### config.mk
export PLATFORM = sky130hd
export DESIGN_NAME = cobs_word_deframer_unit
export DESIGN_NICKNAME = d
export VERILOG_FILES = /design/src/rtl/cwd_pkg.sv /design/src/rtl/cwd_core.sv /design/src/rtl/cwd_out_stage.sv /design/src/rtl/cobs_word_deframer_unit.sv
export SDC_FILE = /design/constraint.sdc
export NUM_CORES = 1
export LEC_CHECK = 0
export BUFFER_PORTS_ARGS = -buffer_cell sky130_fd_sc_hd__buf_4
export CAP_MARGIN = 20
export CELL_PAD_IN_SITES_DETAIL_PLACEMENT = 0
export CELL_PAD_IN_SITES_GLOBAL_PLACEMENT = 2
export CORE_AREA = 4 4 111 113
export DETAILED_ROUTE_END_ITERATION = 8
export DIE_AREA = 0 0 115 117
export PLACE_DENSITY_LB_ADDON = 0.2
export RECOVER_POWER = 50
export SKIP_CTS_REPAIR_TIMING = 1
export SLEW_MARGIN = 20
export SYNTH_ARGS = -nofsm -noshare
export SYNTH_HDL_FRONTEND = slang
export SYNTH_HIERARCHICAL = 1
export SYNTH_SLANG_ARGS = --single-unit
export TNS_END_PERCENT = 30
### constraint.sdc
create_clock -name clk -period 2.11 [get_ports clk]
set_clock_uncertainty 0.15 [all_clocks]
set_input_delay 0 -clock clk [delete_from_list [all_inputs] [get_ports clk]]
set_output_delay 0 -clock clk [all_outputs]
set_load 0.02 [all_outputs]
### src/rtl/cwd_pkg.sv
// shared types and constants for the cobs word deframer
package cwd_pkg;

  localparam int unsigned BYTE_W         = 8;
  localparam int unsigned WORD_W         = 32;
  localparam int unsigned WORD_LANES     = WORD_W / BYTE_W;
  localparam int unsigned WORD_BYTES_DEF = 4;

  localparam logic [BYTE_W-1:0] CODE_DELIM      = 8'h00;
  localparam logic [BYTE_W-1:0] CODE_FULL_BLOCK = 8'hFF;

  // decoded word handed from the decode core to the output stage
  typedef struct packed {
    logic              emit;
    logic [WORD_W-1:0] word;
  } cwd_emit_t;

endpackage

### src/rtl/cwd_core.sv
// cobs decode state and word packing, one link byte per transfer
module cwd_core
  import cwd_pkg::*;
#(
  parameter int unsigned WORD_BYTES = WORD_BYTES_DEF
) (
  input  logic              clk,
  input  logic              rst_n,
  input  logic              byte_fire,
  input  logic [BYTE_W-1:0] byte_in,
  output cwd_emit_t         emit_o
);

  localparam int unsigned SLOT_W = $clog2(WORD_BYTES + 1);
  localparam int unsigned LANES  = (WORD_BYTES < WORD_LANES) ? WORD_BYTES : WORD_LANES;
  localparam logic [SLOT_W-1:0] SLOT_IDLE = SLOT_W'(WORD_BYTES);
  localparam logic [SLOT_W-1:0] SLOT_TOP  = SLOT_W'(WORD_BYTES - 1);

  logic [BYTE_W-1:0] block_rem_r, block_rem_nxt;
  logic [SLOT_W-1:0] slot_r, slot_nxt;
  logic [WORD_W-1:0] part_r, part_nxt;
  logic              iz_r, iz_nxt;

  logic              place;
  logic [BYTE_W-1:0] place_val;
  logic [SLOT_W-1:0] place_slot;
  logic [WORD_W-1:0] placed_word;

  // effective slot, awaiting frame start folds to the top slot
  assign place_slot = (slot_r >= SLOT_IDLE) ? SLOT_TOP : slot_r;

  always_comb begin
    placed_word = part_r;
    for (int k = 0; k < LANES; k++) begin
      if (place_slot == SLOT_W'(k)) begin
        placed_word[k*BYTE_W +: BYTE_W] = place_val;
      end
    end
  end

  always_comb begin
    block_rem_nxt = block_rem_r;
    slot_nxt      = slot_r;
    part_nxt      = part_r;
    iz_nxt        = iz_r;
    place         = 1'b0;
    place_val     = byte_in;
    emit_o.emit   = 1'b0;
    emit_o.word   = placed_word;
    if (byte_fire) begin
      if (byte_in == CODE_DELIM) begin
        block_rem_nxt = '0;
        slot_nxt      = SLOT_IDLE;
        part_nxt      = '0;
        iz_nxt        = 1'b0;
      end else if (block_rem_r == '0) begin
        // code byte opens a block
        block_rem_nxt = byte_in - BYTE_W'(1);
        iz_nxt        = (byte_in != CODE_FULL_BLOCK);
        place_val     = '0;
        if (slot_r >= SLOT_IDLE) begin
          slot_nxt = SLOT_TOP;
          part_nxt = '0;
        end else begin
          place = iz_r;
        end
      end else begin
        block_rem_nxt = block_rem_r - BYTE_W'(1);
        place         = 1'b1;
      end
      if (place) begin
        if (place_slot == '0) begin
          emit_o.emit = 1'b1;
          part_nxt    = '0;
          slot_nxt    = SLOT_TOP;
        end else begin
          part_nxt = placed_word;
          slot_nxt = place_slot - SLOT_W'(1);
        end
      end
    end
  end

  always_ff @(posedge clk) begin
    if (!rst_n) begin
      block_rem_r <= '0;
      slot_r      <= SLOT_IDLE;
      part_r      <= '0;
      iz_r        <= 1'b0;
    end else begin
      block_rem_r <= block_rem_nxt;
      slot_r      <= slot_nxt;
      part_r      <= part_nxt;
      iz_r        <= iz_nxt;
    end
  end

`ifndef ASSERT_OFF
  a_slot_range: assert property (@(posedge clk) disable iff (!rst_n)
    slot_r <= SLOT_IDLE)
    else $error("byte slot out of range");

  a_delim_clears: assert property (@(posedge clk) disable iff (!rst_n)
    byte_fire && byte_in == CODE_DELIM |=>
      slot_r == SLOT_IDLE && block_rem_r == '0 && part_r == '0 && !iz_r)
    else $error("delimiter did not clear frame state");

  a_emit_cause: assert property (@(posedge clk) disable iff (!rst_n)
    emit_o.emit |-> byte_fire && byte_in != CODE_DELIM && slot_r != SLOT_IDLE)
    else $error("word emitted without a decoded byte");

  a_emit_restart: assert property (@(posedge clk) disable iff (!rst_n)
    emit_o.emit |=> slot_r == SLOT_TOP && part_r == '0)
    else $error("word position not restarted after emission");
`endif

endmodule

### src/rtl/cwd_out_stage.sv
// result register for decoded words, decouples the receiver stall
module cwd_out_stage
  import cwd_pkg::*;
(
  input  logic              clk,
  input  logic              rst_n,
  input  cwd_emit_t         emit_i,
  output logic              ready_o,
  output logic              out_tvalid,
  input  logic              out_tready,
  output logic [WORD_W-1:0] out_tdata
);

  logic              valid_r, valid_nxt;
  logic [WORD_W-1:0] word_r;

  // slot frees up in the same cycle the held word is taken
  assign ready_o    = !valid_r || out_tready;
  assign out_tvalid = valid_r;
  assign out_tdata  = word_r;

  always_comb begin
    valid_nxt = valid_r;
    if (emit_i.emit) begin
      valid_nxt = 1'b1;
    end else if (out_tready) begin
      valid_nxt = 1'b0;
    end
  end

  always_ff @(posedge clk) begin
    if (!rst_n) begin
      valid_r <= 1'b0;
    end else begin
      valid_r <= valid_nxt;
    end
  end

  always_ff @(posedge clk) begin
    if (emit_i.emit) begin
      word_r <= emit_i.word;
    end
  end

`ifndef ASSERT_OFF
  a_no_overwrite: assert property (@(posedge clk) disable iff (!rst_n)
    emit_i.emit |-> ready_o)
    else $error("word emitted while result register is blocked");

  a_valid_source: assert property (@(posedge clk) disable iff (!rst_n)
    !valid_r && !emit_i.emit |=> !valid_r)
    else $error("result valid without an emitted word");
`endif

endmodule

### src/rtl/cobs_word_deframer_unit.sv
// top level of the cobs word deframer: link bytes in, decoded 32-bit words out
//
// usage:
//   in_*  : one cobs-framed link byte per transfer in in_tdata[7:0]; a zero
//           byte is the frame delimiter and ends the frame
//   out_* : one decoded word per transfer, first received byte in bits 31:24
//           (the top byte lane for the configured word size)
//   a word is registered and offered in the cycle after the transfer that
//   carries its last byte; one input byte is taken every cycle while
//   in_tready is high, so the rate is one byte per cycle, set by the single
//   decode pass between the state registers and the result register
//   a code byte inserts an implied zero byte unless it opens the frame or
//   follows a full block code; a partial word is dropped at a delimiter
//   reset: nothing pending, waiting for a frame start; the first nonzero byte
//   seen is taken as the frame's opening code
//   stall: while a word waits and out_tready is low, in_tready drops; it
//   stays high when the waiting word is taken in the same cycle
module cobs_word_deframer_unit
  import cwd_pkg::*;
#(
  parameter int unsigned WORD_BYTES = WORD_BYTES_DEF
) (
  input  logic              clk,
  input  logic              rst_n,
  // byte stream in
  input  logic              in_tvalid,
  output logic              in_tready,
  input  logic [BYTE_W-1:0] in_tdata,   // [7:0] serial_byte
  // decoded word stream out
  output logic              out_tvalid,
  input  logic              out_tready,
  output logic [WORD_W-1:0] out_tdata   // [31:0] word
);

  cwd_emit_t emit;
  logic      stage_ready;
  logic      byte_fire;

  assign in_tready = stage_ready;
  assign byte_fire = in_tvalid && stage_ready;

  // frame state, block count and word packing
  cwd_core #(
    .WORD_BYTES(WORD_BYTES)
  ) u_core (
    .clk      (clk),
    .rst_n    (rst_n),
    .byte_fire(byte_fire),
    .byte_in  (in_tdata),
    .emit_o   (emit)
  );

  // result register
  cwd_out_stage u_out (
    .clk       (clk),
    .rst_n     (rst_n),
    .emit_i    (emit),
    .ready_o   (stage_ready),
    .out_tvalid(out_tvalid),
    .out_tready(out_tready),
    .out_tdata (out_tdata)
  );

endmodule

After elaboration in Yosys (flattened, before gate mapping)
Cells that the tools add are included.

$add $sub $neg: 3. Muxes and demuxes: 30. Reduce and logical (&&, ||, !) cells: 13. $lt $le $gt $ge: 1. Equal/unequal tests: 4.

Operator list (count): 2-to-1 mux 32 bit (5); 2-to-1 mux 8 bit (9); zero test 8 bit (2); subtractor 8 x 1 -> 8 bit (second input constant) (2); 2-to-1 mux 3 bit (5); 2-to-1 mux 1 bit (11); inequality test 8 bit (second input constant) (1); equality test 3 x 2 -> 1 bit (second input constant) (2); nonzero test 3 bit (2); AND reduction 2 bit (2); nonzero test 2 bit (2); equality test 3 x 1 -> 1 bit (second input constant) (1); greater-or-equal comparator 3 bit (second input constant) (1); zero test 3 bit (1); AND reduction 3 bit (1); subtractor 3 x 1 -> 3 bit (second input constant) (1); logical AND 1 bit (1); zero test 1 bit (1); logical OR 1 bit (1).

Logic and storage cells: 57. Output and inout port bits: 34. Input bits: 12. Flip-flop bits (word level): 77.

Depth between registers and ports, before layout
Gate-level depths: netlist of the first run.

Word-level depth: 8. Mapped depth: 11.

Modules after synthesis
Netlist of the first run, hierarchy kept.

Modules (own cells, without submodules): cwd_core (sequential area each 880.8 um^2, times used 1, cells an instance 313, area an instance 2627.5 um^2); cwd_out_stage (sequential area each 980.9 um^2, times used 1, cells an instance 36, area an instance 1009.7 um^2); cobs_word_deframer_unit (sequential area each 0.0 um^2, times used 1, cells an instance 1, area an instance 6.3 um^2).

Least setup slack after synthesis of the first run
OpenSTA, ideal clock, no wires.

Kind: reg2reg. Start point: register u_core.block_rem_r[0]. End point: register u_core.block_rem_r[6]. Cell stages (with the launch flop): 12. Setup slack: -174 ps. Data required time: 1845 ps. Path buffers: 2. Arrival time: 2019 ps. Path through: dfxtp_1 or3_1 clkbuf_2 nor3_4 buf_6 a21oi_1 ha_1 nand2b_1 o21ai_0 a31oi_1 a31oi_1 and3_1.

Longest elaborated chain between the ends: 3.

Ends and longest elaborated chain: from (decl) (line cwd_core.sv:19) `logic [BYTE_W-1:0] block_rem_r, block_rem_nxt;`; from (signal assigned) (line cwd_core.sv:91) `block_rem_r <= block_rem_nxt;`; subtractor 8 x 1 -> 8 bit / zero test 8 bit (equally long branches) (line cwd_core.sv:68, cwd_core.sv:56); 2-to-1 mux 8 bit (*) (line cwd_core.sv:56) `end else if (block_rem_r == '0) begin`; 2-to-1 mux 8 bit (*) (line cwd_core.sv:51) `if (byte_in == CODE_DELIM) begin`.

Mark *: on every way between the ends. The rest lies on a longest branch, timed or not. A chain may end at the register's enable or synchronous reset.

Worst setup path in the final report of the first run
Start point: register u_core.block_rem_r[4]. End point: register u_core.part_r[29].

Longest elaborated chain between the ends: 7.

Ends and longest elaborated chain: zero test 8 bit (*) (line cwd_core.sv:56); 2-to-1 mux 8 bit (line cwd_core.sv:56); 2-to-1 mux 8 bit (line cwd_core.sv:51); 2-to-1 mux 8 bit (line cwd_core.sv:50) `if (byte_fire) begin`; 2-to-1 mux 8 bit (line cwd_core.sv:35) `if (place_slot == SLOT_W'(k)) begin`; 2-to-1 mux 32 bit (line cwd_core.sv:72) `if (place_slot == '0) begin`; 2-to-1 mux 32 bit (line cwd_core.sv:71) `if (place) begin`; to (signal assigned) (line cwd_core.sv:93) `part_r <= part_nxt;`; to (decl) (line cwd_core.sv:21) `logic [WORD_W-1:0] part_r, part_nxt;`.

Mark *: on every way between the ends. The rest lies on a longest branch, timed or not. The select of a mux whose other input is x is not followed.

==> flow_summary_export.csv, run 1 <==
group,metric,value,unit
clocking,clock_latency,0.34,ns
sta,timing.fmax,0.469,GHz
min_path,whs_endpoint,"u_core/part_r[8]$_SDFFE_PN0P_",
yosys,ys.flop_type,"dfxtp_1",
min_path,min_from,"in_tdata[0]",
worst_setup_path,r2r_end,"u_core/part_r[29]$_SDFFE_PN0P_",
sta,tightest_slew,0.507,ns
yosys,syn_nets,369,
yosys,synth_area_leader_cell,"edfxtp_1",
clocking,cts-root-buf,"clkbuf_16",
run,drv_cap,0,
sta,rsz0062_at_grt,"true",
power_and_ir_drop,powerDensity,1250,mW/mm2
placement,place_congestion,0.840,
worst_setup_path,path_cells,"or3_4, nor3_4, buf_4, buf_12, nor4b_4, buf_4, clkbuf_16, a32o_1",
status,violations,"negative hold slack, negative setup slack",
power_and_ir_drop,internal_power,0.00399,W
yosys,syn_area,0.00364,mm2
power_and_ir_drop,ir_drop,401,uV
yosys,yosys-top-cells-area,"edfxtp_1, dfxtp_1, a32o_1",
status,status,"complete, but fails checks",
final_layout,fill_cells,1155,
placement,placed_area,0.00441,mm2
yosys,ys_warn_count,6,
worst_setup_path,slowest_stage,"or3_4",
yosys,synthDistinctLibCells,54,
clocking,numCtsBuffers,9,
worst_setup_path,start_kind,"flop",
placement,pre_cts_slack,0.00915,ns
worst_setup_path,critPathKind,"reg2reg",
floorplan,die_w,115,um
worst_setup_path,reg2reg_slack,-0.02,ns
worst_setup_path,cp_data_required_time,2.18,ns
yosys,synth_edf_count,32,
power_and_ir_drop,p_clk_share,27.7,%
yosys,ys_ff_latch,77,
final_layout,nNetsFinal,451,
route,first_pass_iters,4,
final_layout,antennaDiodeCount,0,
yosys,synthCells,350,
min_path,min_path_type,"in2reg",
yosys,syn_area_per_cell,10.4,um2
clocking,htree_levels,3,
sta,min_period,2.13,ns
power_and_ir_drop,p_sw,0.00195,W
grt,grt_pass1_wl,14.5,mm
grt,track_usage,14.4,%
sta,slew-limit-headroom,65.3,%
floorplan,fp.dieH,117,um
route,drtAntennaViolNets,0,
floorplan,die-area,0.0135,mm2
clocking,clk_pin_slew,0.06,ns
floorplan,start_util,32.2,%
clocking,clk_path_buf_depth,2,
final_layout,fin_cells,579,
route,drtIter0Drc,278,
power_and_ir_drop,p_comb_share,41.3,%
yosys,synth_commonest_cells,"dfxtp_1, o21ai_0, inv_1",
floorplan,num_io_pins,46,
grt,grt_antenna_before_repair,0,
power_and_ir_drop,switching_share,32.8,%
yosys,seq_area_frac_synth,51.1,%
worst_setup_path,cp_max_fo,12,
worst_setup_path,critPathArrivalTime,2.20,ns
yosys,post-synth-top-count-cell,"dfxtp_1",
worst_setup_path,r2r-start,"u_core/block_rem_r[4]$_SDFFE_PN0P_",
worst_setup_path,cpPeakStageDelay,0.43,ns
clocking,tritoncts,"done",
floorplan,fp-row-count,39,
worst_setup_path,cpMostUsedCell,"buf_4",
sta,hold_slack,-0.0821,ns
final_layout,area_growth,29.9,%
final_layout,final_area,0.00473,mm2
route,wl_per_cell,16.1,um
worst_setup_path,end_kind,"flop",
worst_setup_path,r2r_cells,8,
power_and_ir_drop,pwr-share-seq,31.0,%
grt,grt_pass1_vias,2692,
yosys,synth_top_area_share,26.4,%
yosys,async_reset_ff_share,0,%
sta,fin_crit_sh,101,%
placement,portBuffers,45,
route,routed_wl,9.34,mm
route,vias,2908,
sta,hold_violations,7,
clocking,clock-sinks,77,
placement,dp_hpwl,6.12,mm
sta,maxSlewViolCount,0,
route,drc,0,
route,via_per_inst,5.02,
power_and_ir_drop,power.leakage,1.72,nW
final_layout,drive_gt1_share,24.3,%
sta,setup_viol,12,
placement,placed_cells,556,
grt,grt_max_degree,34,
grt,gr-total-overflow,0,
floorplan,core_area,0.0113,mm2
sta,worst_slack,-0.0211,ns
min_path,hold_depth,2,
## registers in the layout (all words and copies together), names as in the netlist
name / count
u_core/block_rem_r: 8
u_core/iz_r: 1
u_core/part_r: 32
u_core/slot_r: 3
u_out/out_tdata: 32
u_out/out_tvalid: 1
## layout make-up
type                       count  area, um2  share of cell area [%]
timing repair buffer         103        766                    16.2
tap                          143        179                    3.78
clock inverter                 4       72.6                    1.53
sequential                    77       1860                    39.3
multi-input combinational    204       1470                    31.1
inverter                      37        139                    2.93
clock buffer                  11        243                    5.13
## critical path: cells and delay by family (launching register included)
family	cells	cell delay, ns
AO/OA/AOI/OAI	1	0.26
flip-flops	1	0.31
buffers and inverters	4	0.60
AND/OR/NAND/NOR	3	0.69
## cells by family (layout without fill, tap and decap cells)
logic type,after synthesis,after routing,share of synthesized area [%]
other,2,2,0.206
and+or+nand+nor,87,87,14.3
adders and majority gates,7,7,2.40
DFF,77,77,51.1
AOI/OAI and AO/OA,105,105,21.1
muxes,2,2,0.549
xor gates and xnor gates,1,1,0.240
buffers and inverters,69,155,10.2
## power by group through the flow
stage	Sequential [W]	Combinational (W)	Clock (W)
floorplan	0.00188	0.00143	0
global placement	0.00186	0.00227	0
detailed placement	0.00187	0.00228	0
CTS	0.00184	0.00228	0.00169
global route	0.00186	0.00270	0.00176
finish	0.00184	0.00245	0.00165
## layout by cell type, fill, tap and decap left out, types with 4 or more instances in the layout
cell       instances
a21oi_1           11
a32o_1            27
buf_12             7
buf_4             56
clkbuf_1          35
clkbuf_16         10
dfxtp_1           45
edfxtp_1          32
ha_1               4
inv_1             37
nand2_1            9
nand3_1           33
nor2_1             6
nor2b_1            6
nor3_1             5
o21ai_0           40
## routing by layer
layer / up-vias / track usage (%) / part of all wire [%]
met2: 67 / 22.1 / 47
li1: 1439 / - / -
met4: 0 / 6.34 / 1.4
met1: 1392 / 18.8 / 46
met3: 10 / 4.22 / 5.1
met5: - / 0 / 0
## worst max path at each step
stage | depth (start not counted) | endpoint | slack, ns | from
2_1_floorplan | 11 | u_core/block_rem_r[6]$_SDFFE_PN0P_ | -0.14 | u_core/block_rem_r[1]$_SDFFE_PN0P_
3_3_place_gp | 9 | u_core/block_rem_r[6]$_SDFFE_PN0P_ | 0.05 | u_core/block_rem_r[1]$_SDFFE_PN0P_
3_5_place_dp | 7 | u_core/part_r[29]$_SDFFE_PN0P_ | 0.009 | u_core/block_rem_r[1]$_SDFFE_PN0P_
4_1_cts | 7 | u_core/part_r[29]$_SDFFE_PN0P_ | -0.007 | u_core/block_rem_r[1]$_SDFFE_PN0P_
5_1_grt | 9 | u_core/block_rem_r[4]$_SDFFE_PN0P_ | -0.11 | u_core/block_rem_r[7]$_SDFFE_PN0P_
6_report | 8 | u_core/part_r[29]$_SDFFE_PN0P_ | -0.02 | u_core/block_rem_r[4]$_SDFFE_PN0P_
## metrics by stage
stage	util [%]	setup TNS [ns]	total power, W
3_3_place_gp	38.9	0	0.00413
3_5_place_dp	38.9	0	0.00415
4_1_cts	41.7	-0.0116	0.00581
6_report	41.8	-0.109	0.00594
5_1_grt	41.8	-1.85	0.00632
2_1_floorplan	-	-0.154	0.00331
No activity file was read; power rests on OpenSTA's default activity.
==> run 2, diff against run 1 <==
- clock period: 2.11 -> 1.9 ns (I/O delays scaled with it)
==> flow_summary_export.csv, run 2 (synthesized netlist as in run 1, its figures left out) <==
group,metric,value,unit
placement,dp_hpwl,6.26,mm
clocking,clk_pin_slew,0.06,ns
sta,min_period,2.07,ns
power_and_ir_drop,powerDensity,1390,mW/mm2
worst_setup_path,end_kind,"flop",
floorplan,die-area,0.0135,mm2
final_layout,drive_gt1_share,41.8,%
worst_setup_path,worstSetupStartpoint,"u_core/block_rem_r[5]$_SDFFE_PN0P_",
worst_setup_path,r2r_end,"u_core/block_rem_r[6]$_SDFFE_PN0P_",
clocking,tritoncts,"done",
route,via_per_inst,5.03,
grt,grt_pass1_vias,2708,
final_layout,antennaDiodeCount,0,
floorplan,fp-row-count,39,
floorplan,core_area,0.0113,mm2
floorplan,die_w,115,um
clocking,cts-root-buf,"clkbuf_16",
sta,rsz0062_at_grt,"true",
placement,place_congestion,0.800,
worst_setup_path,critPathKind,"reg2reg",
route,first_pass_iters,4,
floorplan,start_util,32.2,%
route,met1Wirelength,4.20,mm
final_layout,layout_commonest_cell,"buf_4",
clocking,numCtsBuffers,9,
worst_setup_path,reg2reg_slack,-0.17,ns
final_layout,fin_util,44.8,%
power_and_ir_drop,ir_drop,636,uV
route,dr.max_layer_used,"met4",
placement,pre_cts_slack,-0.175,ns
final_layout,area_growth,39.2,%
sta,hold_violations,3,
worst_setup_path,path_cells,"or3_4, nor3_4, a21oi_2, ha_4, nand2b_4, o21ai_1, a31oi_1, a31oi_1, and3_1",
worst_setup_path,r2r-start,"u_core/block_rem_r[5]$_SDFFE_PN0P_",
route,wl_met2,5.03,mm
worst_setup_path,cp_data_required_time,1.97,ns
grt,grt_pass1_wl,14.6,mm
run,drv_cap,0,
floorplan,num_io_pins,46,
floorplan,fp.dieH,117,um
status,violations,"negative hold slack, negative setup slack",
min_path,min_path_type,"in2reg",
worst_setup_path,cpPeakStageDelay,0.42,ns
worst_setup_path,start_kind,"flop",
min_path,min_from,"in_tdata[0]",
route,drtAntennaViolNets,0,
sta,worst_slack,-0.173,ns
sta,timing.fmax,0.482,GHz
sta,setup_viol,101,
grt,grt_max_degree,34,
min_path,hold_depth,2,
status,status,"complete, but fails checks",
route,drtIter0Drc,111,
clocking,clock-sinks,77,
min_path,whs_endpoint,"u_core/part_r[8]$_SDFFE_PN0P_",
clocking,clk_path_buf_depth,2,
route,vias,2925,
route,wl_met3,385,um
worst_setup_path,cp_max_fo,4,
final_layout,nNetsFinal,453,
route,routed_wl,9.77,mm
placement,portBuffers,45,
grt,gr-total-overflow,0,
sta,hold_slack,-0.145,ns
sta,maxSlewViolCount,0,
grt,grt_antenna_before_repair,0,
route,wl_per_cell,16.8,um
clocking,clock_latency,0.33,ns
worst_setup_path,r2r_cells,9,
worst_setup_path,slowest_stage,"or3_4",
clocking,htree_levels,3,
worst_setup_path,cpMostUsedCell,"a31oi_1",
grt,track_usage,14.4,%
power_and_ir_drop,power.leakage,1.85,nW
final_layout,final_cell_mix,"buf_4, dfxtp_1, inv_1, edfxtp_1, a32o_1",
route,drc,0,
final_layout,fill_cells,1108,
worst_setup_path,critPathArrivalTime,2.15,ns
sta,fin_crit_sh,109,%
## run 2: cell types whose count changed in the layout (fill, tap and decap cells not counted), sizes merged
cell,before,now
dlygate4sd3,3,2
bufinv,2,1
clkbuf,46,32
buf,65,82
clkinvlp,1,0
clkinv,1,3
## run 2: cell type report
class	count	area, um2	share of cell area, %
clock buffers	11	253	4.98
inverters	37	141	2.79
multi-input cells	204	1760	34.7
clock inverters	4	47.5	0.937
repair buffers	105	826	16.3
flip-flops and latches	77	1870	36.8
well taps	143	179	3.53
## run 2: where the power goes
| group | internal [W] | switching [W] |
|---|---|---|
| Sequential | 0.00195 | 0.0000953 |
| Clock | 0.00108 | 0.000650 |
| Combinational | 0.00155 | 0.00172 |
## run 2: worst max-delay path by stage
stage,endpoint,depth (start not counted)
after floorplan,u_core/block_rem_r[6]$_SDFFE_PN0P_,11
after global placement,u_core/slot_r[0]$_SDFFE_PN0P_,7
after detailed placement,u_core/slot_r[0]$_SDFFE_PN0P_,7
after CTS,u_core/slot_r[0]$_SDFFE_PN0P_,7
after global routing,u_core/block_rem_r[6]$_SDFFE_PN0P_,9
final,u_core/block_rem_r[6]$_SDFFE_PN0P_,9
## run 2: critical path, delay by kind of cell, from the launching register on
kind	cells	cell delay, ns
AND/OR/NAND/NOR	4	0.94
AO/OA/AOI/OAI	4	0.37
flip-flops	1	0.32
adder cells (fa/ha/maj)	1	0.19
## run 2: metrics by stage
| stage | setup TNS (ns) | total power (W) | cells | instance area, um2 |
|---|---|---|---|---|
| final | -8.10 | 0.00705 | 581 | 5070 |
| after global routing | -14.87 | 0.00749 | 581 | 5070 |
| after CTS | -12.75 | 0.00628 | 571 | 4710 |
| after detailed placement | -11.18 | 0.00451 | 556 | 4410 |
| after global placement | -9.48 | 0.00451 | 556 | 4410 |
| after floorplan | -7.44 | 0.00370 | 350 | 3710 |
## run 2: per-layer routing
metal | vias up | GRT usage, %
li1 | 1443 | -
met1 | 1417 | 17.5
met2 | 56 | 25.1
met3 | 9 | 3.44
met4 | 0 | 5.16
met5 | - | 0
==> run 3, diff against run 2 <==
- PLACE_DENSITY_LB_ADDON: 0.2 -> 0.1
==> flow_summary_export.csv, run 3 (synthesized netlist as in run 1, its figures left out) <==
group,metric,value,unit
status,status,"complete, but fails checks",
status,violations,"negative setup slack",
worst_setup_path,r2r_cells,9,
sta,rsz0062_at_grt,"true",
grt,grt_pass1_vias,2730,
sta,maxSlewViolCount,0,
worst_setup_path,r2r_end,"u_core/block_rem_r[6]$_SDFFE_PN0P_",
final_layout,area_growth,35.7,%
clocking,numCtsBuffers,9,
worst_setup_path,worst-path-buf-inv,0,
sta,setup_viol,103,
route,vias,2955,
sta,fin_crit_sh,110,%
grt,track_usage,14.2,%
worst_setup_path,critPathKind,"reg2reg",
sta,timing.fmax,0.478,GHz
final_layout,fin_cells,581,
worst_setup_path,cp_max_fo,4,
placement,portBuffers,45,
clocking,cts-root-buf,"clkbuf_16",
sta,fin_tns_setup,-13.95,ns
final_layout,layout_commonest_cell,"buf_4",
worst_setup_path,critPathArrivalTime,2.17,ns
sta,hold_violations,0,
sta,worst_slack,-0.194,ns
min_path,min_path_type,"in2reg",
placement,dp_hpwl,6.16,mm
route,drtAntennaViolNets,0,
floorplan,start_util,32.2,%
worst_setup_path,cp_top_family,"simple AND/OR/NAND/NOR gates",
floorplan,fp.dieH,117,um
worst_setup_path,cp_data_required_time,1.98,ns
power_and_ir_drop,power.leakage,1.81,nW
route,via_per_inst,5.09,
clocking,clk_pin_slew,0.06,ns
power_and_ir_drop,total_power,0.00702,W
floorplan,core_area,0.0113,mm2
worst_setup_path,r2r-start,"u_core/block_rem_r[4]$_SDFFE_PN0P_",
placement,place_congestion,0.759,
sta,slew-limit-headroom,55.7,%
route,wl_per_cell,16.9,um
floorplan,die_w,115,um
final_layout,fin_util,43.7,%
placement,pre_cts_slack,-0.295,ns
worst_setup_path,cpPeakStageDelay,0.42,ns
grt,grt_antenna_before_repair,0,
min_path,whs_endpoint,"u_core/part_r[9]$_SDFFE_PN0P_",
worst_setup_path,cpMostUsedCell,"a31oi_1",
clocking,tritoncts,"done",
worst_setup_path,end_kind,"flop",
power_and_ir_drop,powerDensity,1420,mW/mm2
route,drc,0,
clocking,clock-sinks,77,
power_and_ir_drop,ir_drop,751,uV
worst_setup_path,path_cells,"or3_4, nor3_4, a21oi_2, ha_2, nand2b_4, o21ai_2, a31oi_1, a31oi_1, and3_1",
grt,grt_pass1_wl,14.6,mm
sta,tightest_slew,0.661,ns
final_layout,final_cell_mix,"buf_4, dfxtp_1, inv_1, o21ai_0, edfxtp_1",
floorplan,fp-row-count,39,
grt,grt_max_degree,34,
placement,placed_cells,554,
final_layout,antennaDiodeCount,0,
floorplan,num_io_pins,46,
min_path,hold_depth,3,
clocking,clk_path_buf_depth,2,
sta,min_period,2.09,ns
min_path,min_from,"in_tdata[1]",
route,routed_wl,9.80,mm
floorplan,die-area,0.0135,mm2
run,drv_cap,0,
worst_setup_path,slowest_stage,"or3_4",
grt,gr-total-overflow,0,
route,drtIter0Drc,125,
final_layout,fill_cells,1112,
worst_setup_path,start_kind,"flop",
final_layout,nNetsFinal,452,
final_layout,drive_gt1_share,33.6,%
route,first_pass_iters,4,
worst_setup_path,reg2reg_slack,-0.19,ns
clocking,clock_latency,0.33,ns
clocking,htree_levels,3,
==> run 3: how the worst max path moves through the flow <==
| stage | from | endpoint | slack, ns | cells after the start |
|---|---|---|---|---|
| floorplan | u_core/block_rem_r[1]$_SDFFE_PN0P_ | u_core/block_rem_r[6]$_SDFFE_PN0P_ | -0.33 | 11 |
| global placement | u_core/slot_r[1]$_SDFFE_PN0P_ | u_core/part_r[14]$_SDFFE_PN0P_ | -0.41 | 6 |
| detailed placement | u_core/block_rem_r[1]$_SDFFE_PN0P_ | u_core/block_rem_r[6]$_SDFFE_PN0P_ | -0.29 | 9 |
| CTS | u_core/block_rem_r[1]$_SDFFE_PN0P_ | u_core/block_rem_r[6]$_SDFFE_PN0P_ | -0.32 | 9 |
| global route | u_core/block_rem_r[4]$_SDFFE_PN0P_ | u_core/block_rem_r[6]$_SDFFE_PN0P_ | -0.28 | 8 |
| finish | u_core/block_rem_r[4]$_SDFFE_PN0P_ | u_core/block_rem_r[6]$_SDFFE_PN0P_ | -0.19 | 9 |
==> run 3: power breakdown <==
part / internal [W] / total, W / switching [W] / leakage, nW
clock network: 0.00145 / 0.00210 / 0.000649 / 0.177
registers: 0.00195 / 0.00204 / 0.0000953 / 0.660
logic: 0.00135 / 0.00287 / 0.00153 / 0.973
total: 0.00475 / 0.00702 / 0.00227 / 1.81
==> run 3: metrics by stage <==
step | hold slack, ns | instance area, um2
3_5_place_dp | 0.126 | 4400
4_1_cts | -0.207 | 4760
5_1_grt | 0.0189 | 4950
6_report | 0.0212 | 4950
3_3_place_gp | 0.138 | 4380
2_1_floorplan | -0.0104 | 3710
==> run 3: worst register-to-register path, cell delays in order (launching register included) <==
cell and delay [ns]:
dfxtp_2 0.32, or3_4 0.42, nor3_4 0.28, a21oi_2 0.10, ha_2 0.21, nand2b_4 0.09, o21ai_2 0.05, a31oi_1 0.13
a31oi_1 0.06, and3_1 0.19
==> run 3: layer usage <==
layer | vias to the layer above | wire (um) | global-route usage, %
li1 | 1443 | - | -
met1 | 1445 | 4670 | 19.0
met2 | 57 | 4590 | 22.6
met3 | 10 | 386 | 2.83
met4 | 0 | 148 | 5.63
met5 | - | 0 | 0
==> run 3: layout make-up <==
type                       instances  area (um2)  share of cell area [%]
inverter                          37         141                    2.86
clock inverter                     4         120                    2.43
sequential                        77        1860                    37.7
clock buffer                      12         246                    4.98
tap                              143         179                    3.62
multi-input combinational        206        1600                    32.3
timing repair buffer             102         797                    16.1
